===== src/sv/sse_pkg.sv =====
// Package: shared types and constants of the sample statistics engine.
`default_nettype none
package sse_pkg;

  localparam int unsigned MaxCount   = 1024;
  localparam int unsigned SampleW    = 16;
  localparam int unsigned CountW     = 11;
  localparam int unsigned SumW       = 26;
  localparam int unsigned SqW        = 41;
  localparam int unsigned NumW       = 52;
  localparam int unsigned DivCntW    = 6;
  localparam int unsigned RootW      = 16;
  localparam int unsigned RadW       = 32;
  localparam int unsigned SqSplit    = 21;

  localparam logic [1:0] ST_OK       = 2'd0;
  localparam logic [1:0] ST_SHORT    = 2'd1;
  localparam logic [1:0] ST_OVERFLOW = 2'd2;

  typedef enum logic [3:0] {
    OP_NONE,
    OP_MUL_LO,
    OP_MUL_HI,
    OP_NUM,
    OP_DIV_MEAN,
    OP_DIV_SS,
    OP_DIV_VS,
    OP_DIV_VP,
    OP_SQRT_S,
    OP_SQRT_P,
    OP_PUBLISH
  } sse_op_e;

  typedef struct packed {
    logic    acc;
    sse_op_e op;
  } sse_cmd_t;

  typedef struct packed {
    logic div_done;
    logic sqrt_done;
    logic n_lt2;
    logic n_zero;
  } sse_stat_t;

endpackage
`default_nettype wire


===== src/sv/sse_ctrl.sv =====
// Controller: batch sequencing state machine and output valid.
`default_nettype none
module sse_ctrl (
  input  wire logic               clk_i,
  input  wire logic               rst_ni,
  input  wire logic               in_valid_i,
  input  wire logic               last_sample_i,
  output logic                    in_stall_o,
  output logic                    out_valid_o,
  input  wire logic               out_stall_i,
  input  wire sse_pkg::sse_stat_t stat_i,
  output sse_pkg::sse_cmd_t       cmd_o
);

  localparam logic [4:0] S_ACC    = 5'd0;
  localparam logic [4:0] S_MUL_LO = 5'd1;
  localparam logic [4:0] S_MUL_HI = 5'd2;
  localparam logic [4:0] S_NUM    = 5'd3;
  localparam logic [4:0] S_MEAN   = 5'd4;
  localparam logic [4:0] S_MEAN_W = 5'd5;
  localparam logic [4:0] S_SS     = 5'd6;
  localparam logic [4:0] S_SS_W   = 5'd7;
  localparam logic [4:0] S_VS     = 5'd8;
  localparam logic [4:0] S_VS_W   = 5'd9;
  localparam logic [4:0] S_VP     = 5'd10;
  localparam logic [4:0] S_VP_W   = 5'd11;
  localparam logic [4:0] S_SDS    = 5'd12;
  localparam logic [4:0] S_SDS_W  = 5'd13;
  localparam logic [4:0] S_SDP    = 5'd14;
  localparam logic [4:0] S_SDP_W  = 5'd15;
  localparam logic [4:0] S_DONE   = 5'd16;

  logic [4:0] state_q, state_d;
  logic       out_valid_q, out_valid_d;

  always_comb begin
    state_d     = state_q;
    out_valid_d = out_valid_q & out_stall_i;
    cmd_o.acc   = 1'b0;
    cmd_o.op    = sse_pkg::OP_NONE;
    unique case (state_q)
      S_ACC: begin
        cmd_o.acc = in_valid_i;
        if (in_valid_i && last_sample_i) begin
          state_d = S_MUL_LO;
        end
      end
      S_MUL_LO: begin
        cmd_o.op = sse_pkg::OP_MUL_LO;
        state_d  = S_MUL_HI;
      end
      S_MUL_HI: begin
        cmd_o.op = sse_pkg::OP_MUL_HI;
        state_d  = S_NUM;
      end
      S_NUM: begin
        cmd_o.op = sse_pkg::OP_NUM;
        state_d  = stat_i.n_zero ? S_DONE : S_MEAN;
      end
      S_MEAN: begin
        cmd_o.op = sse_pkg::OP_DIV_MEAN;
        state_d  = S_MEAN_W;
      end
      S_MEAN_W: if (stat_i.div_done) begin
        state_d = stat_i.n_lt2 ? S_DONE : S_SS;
      end
      S_SS: begin
        cmd_o.op = sse_pkg::OP_DIV_SS;
        state_d  = S_SS_W;
      end
      S_SS_W: if (stat_i.div_done) begin
        state_d = S_VS;
      end
      S_VS: begin
        cmd_o.op = sse_pkg::OP_DIV_VS;
        state_d  = S_VS_W;
      end
      S_VS_W: if (stat_i.div_done) begin
        state_d = S_VP;
      end
      S_VP: begin
        cmd_o.op = sse_pkg::OP_DIV_VP;
        state_d  = S_VP_W;
      end
      S_VP_W: if (stat_i.div_done) begin
        state_d = S_SDS;
      end
      S_SDS: begin
        cmd_o.op = sse_pkg::OP_SQRT_S;
        state_d  = S_SDS_W;
      end
      S_SDS_W: if (stat_i.sqrt_done) begin
        state_d = S_SDP;
      end
      S_SDP: begin
        cmd_o.op = sse_pkg::OP_SQRT_P;
        state_d  = S_SDP_W;
      end
      S_SDP_W: if (stat_i.sqrt_done) begin
        state_d = S_DONE;
      end
      S_DONE: begin
        if (!out_valid_q || !out_stall_i) begin
          cmd_o.op    = sse_pkg::OP_PUBLISH;
          out_valid_d = 1'b1;
          state_d     = S_ACC;
        end
      end
      default: state_d = S_ACC;
    endcase
  end

  always_ff @(posedge clk_i or negedge rst_ni) begin
    if (!rst_ni) begin
      state_q     <= S_ACC;
      out_valid_q <= 1'b0;
    end else begin
      state_q     <= state_d;
      out_valid_q <= out_valid_d;
    end
  end

  assign in_stall_o  = state_q != S_ACC;
  assign out_valid_o = out_valid_q;

endmodule
`default_nettype wire


===== config.mk =====
export PLATFORM = sky130hd
export DESIGN_NAME = sse_ctrl
export DESIGN_NICKNAME = d
export VERILOG_FILES = /design/src/sv/sse_pkg.sv /design/src/sv/sse_ctrl.sv
export SDC_FILE = /design/constraint.sdc
export NUM_CORES = 1
export LEC_CHECK = 0
export BUFFER_PORTS_ARGS = -buffer_cell sky130_fd_sc_hd__buf_2
export CAP_MARGIN = 0
export CELL_PAD_IN_SITES_DETAIL_PLACEMENT = 0
export CELL_PAD_IN_SITES_GLOBAL_PLACEMENT = 1
export CORE_MARGIN = 3
export CORE_UTILIZATION = 36
export CTS_CLUSTER_DIAMETER = 200
export CTS_CLUSTER_SIZE = 25
export DETAILED_ROUTE_END_ITERATION = 12
export PLACE_DENSITY_LB_ADDON = 0.1
export SKIP_LAST_GASP = 1
export SYNTH_ARGS = -nofsm -noshare
export SYNTH_HDL_FRONTEND = slang
export SYNTH_SLANG_ARGS = --single-unit

===== constraint.sdc =====
create_clock -name clk_i -period 2.5 [get_ports clk_i]
set_input_delay 0.25 -clock clk_i [delete_from_list [all_inputs] [get_ports clk_i]]
set_output_delay 0.25 -clock clk_i [all_outputs]
set_load 0.02 [all_outputs]

==> flow_metrics.py <==
metrics = {
    "run_status": {
        "outcome": "finished clean",
    },
    "routing": {
        "drc": 0,
        "drtIter0Drc": 13,
        "drt-total-wl_um": 1150,
        "wl_per_cell_um": 12.5,
        "num_vias": 500,
        "firstDrtPassIters": 4,
        "vias_per_cell": 5.43,
        "ant_nets": 0,
    },
    "synthesis": {
        "synth_area_leader_cell": "dfrtp_1",
        "synthCells": 64,
        "ys_top_cells_by_count": "nand2_1 (8), nor2_1 (8), dfrtp_1 (6), a21oi_1 (5), nand2b_1 (5)",
        "yosys_warnings": 0,
        "yosys.area_share.adder_pct": 2.25,
        "synth-edff-count": 0,
        "synth_top_family_by_area": "simple AND/OR/NAND/NOR gates",
        "synth-xor-area-share_pct": 1.75,
        "synthesis.nets": 73,
        "synth_top_flop_cell": "dfrtp_1",
        "ys_types": 31,
        "synthTopCellsByArea": "dfrtp_1 (30%), nand2b_1 (6.3%), nand2_1 (6.0%)",
        "netlist_area_um2": 500,
        "seq_area_frac_synth_pct": 30.0,
        "synth_compound_area_share_pct": 24.3,
        "synth_top_area_share_pct": 30.0,
        "synth_area_per_cell_um2": 7.82,
        "synth_seq_cells": 6,
        "yosys.area_share.simple_pct": 32.3,
        "postSynth.asyncResetShare_pct": 100,
        "synthMuxAreaShare_pct": 2.25,
    },
    "critical_path": {
        "rrSetupSlack_ps": 800,
        "crit_type": "flip-flop to output pin",
        "reg2regPathDepth": 4,
        "required_ps": 2250,
        "crit_fanout": 12,
        "start_kind": "flip-flop",
        "crit_arrival_ps": 1590,
        "end_kind": "output pin",
    },
    "clock_tree": {
        "cts_root_buf": "clkbuf_4",
        "htree_levels": 1,
        "post_cts_resize_count": 0,
        "clk_pin_slew_ps": 40,
        "cts_sinks": 6,
        "cts_buffer_depth": 2,
        "cts_tree": "built",
        "cts_buffers": 3,
        "clock_latency_ps": 240,
        "post_cts_buffers": 0,
    },
    "timing": {
        "setup_tns_ps": 0,
        "rsz0062_at_grt": "no",
        "finalCritPeriodShare_pct": 73.5,
        "slew_headroom_pct": 73.4,
        "max_slew.worst_pin.slew_ps": 399,
        "setup_viol": 0,
        "clock.fmax_ghz": 0.545,
        "finalHoldViolations": 0,
        "drv_slew": 0,
        "fin_crit_ps": 1840,
        "finClkSkew_ps": 6.53,
    },
    "power_and_ir_drop": {
        "power_leakage_uw": 0.000276,
        "power_uw": 799,
        "vdd_drop_max_v": 0.000818,
        "p_per_area_nw_per_um2": 1340,
    },
    "floorplan": {
        "ios": 16,
        "rows": 12,
        "core_area_um2": 1200,
        "floorplan.die_area_um2": 1870,
        "dieWidth_um": 43.3,
        "start_util_pct": 41.7,
        "chipHeight_um": 43.3,
    },
    "place": {
        "gp_congestion": 0.753,
        "dpl.hpwl_um": 846,
        "dpl.cell_count": 88,
        "portBuffers": 15,
    },
    "cells_and_area": {
        "fillers": 130,
        "drive_gt1_share_pct": 30.8,
        "diodes": 0,
        "nets": 89,
        "area_growth_pct": 19.2,
        "utilization_pct": 49.7,
        "fin_cells": 92,
    },
    "global_route": {
        "grt_pass1_vias": 422,
        "grt_max_degree": 15,
        "grt_usage_pct": 13.3,
        "grt_overflow_total": 0,
        "grt_pass1_wl_um": 1870,
        "antenna_found_initial": 0,
    },
    "hold_path": {
        "hold_depth": 3,
        "min_path_type": "primary input to flip-flop",
    },
    "run": {
        "cap_violations": 0,
    },
}
final timing paths:
| kind | start | to |
|---|---|---|
| worst max-delay path | state_q[1]$_DFFE_PN0P_ | cmd_o[1] |
| worst min-delay path | out_stall_i | out_valid_o$_DFF_PN0_ |
| worst max register to register | state_q[0]$_DFFE_PN0P_ | state_q[3]$_DFFE_PN0P_ |
| worst min register to register | out_valid_o$_DFF_PN0_ | out_valid_o$_DFF_PN0_ |
| max in group asynchronous | rst_ni | state_q[0]$_DFFE_PN0P_ |
| min in group asynchronous | rst_ni | state_q[4]$_DFFE_PN0P_ |
layout make-up:
cell class / count / area (um^2) / area share (%)
clock buffer: 3 / 22.5 / 3.77
inverter: 2 / 7.51 / 1.26
timing repair buffer: 16 / 85.1 / 14.3
multi-input combinational: 51 / 314 / 52.6
tap: 14 / 17.5 / 2.94
sequential: 6 / 150 / 25.2
registers in the layout (all words and copies together), names as in the netlist:
register	count
out_valid_o	1
state_q	5
cell usage in the layout, fill, tap and decap left out, types with 3 or more instances in the layout:
master    Yosys  layout
a21oi_1       5       5
nand2b_1      5       5
clkbuf_4      0       3
buf_2         2      15
nor2_1        8       8
dfrtp_1       6       6
nand2_1       8       8
critical path, cell delays in order (launching register included):
cell and delay (ps):
dfrtp_1 500, nand2b_1 220, nor3b_1 230, o21bai_1 90, a21oi_1 130, buf_2 180
power by group:
group	switching, uW	internal (uW)	leakage [uW]	total [uW]
Sequential	116	137	0.0000780	253
Clock	32.6	54.1	0.0000138	86.7
Combinational	252	208	0.000185	460
per-stage QoR:
step	hold WS, ps	cell area [um^2]	worst slack, ps
4_1_cts	270	597	680
6_report	275	597	664
5_1_grt	289	597	582
3_3_place_gp	79.0	564	828
3_5_place_dp	76.1	564	802
2_1_floorplan	-45.6	500	920
cells by family after synthesis:
group                      Yosys count
AOI/OAI and AO/OA                   16
xor gates and xnor gates             1
adders and majority gates            1
buffers and inverters                7
DFF                                  6
muxes                                1
and+or+nand+nor                     32
layer usage:
metal / track usage, % / share of wire, % / vias to the layer above
met4: 3.61 / 0.61 / 0
met5: 0 / 0 / -
met2: 18.0 / 45 / 17
met3: 6.78 / 8.2 / 2
met1: 18.3 / 47 / 219
li1: - / - / 262
timing repair:
item                                   CTS  global route
endpoints found under the hold margin    6             0
setup endpoints to repair                0             0
hold buffers                             1             0
Power figures use the tool's default switching activity.
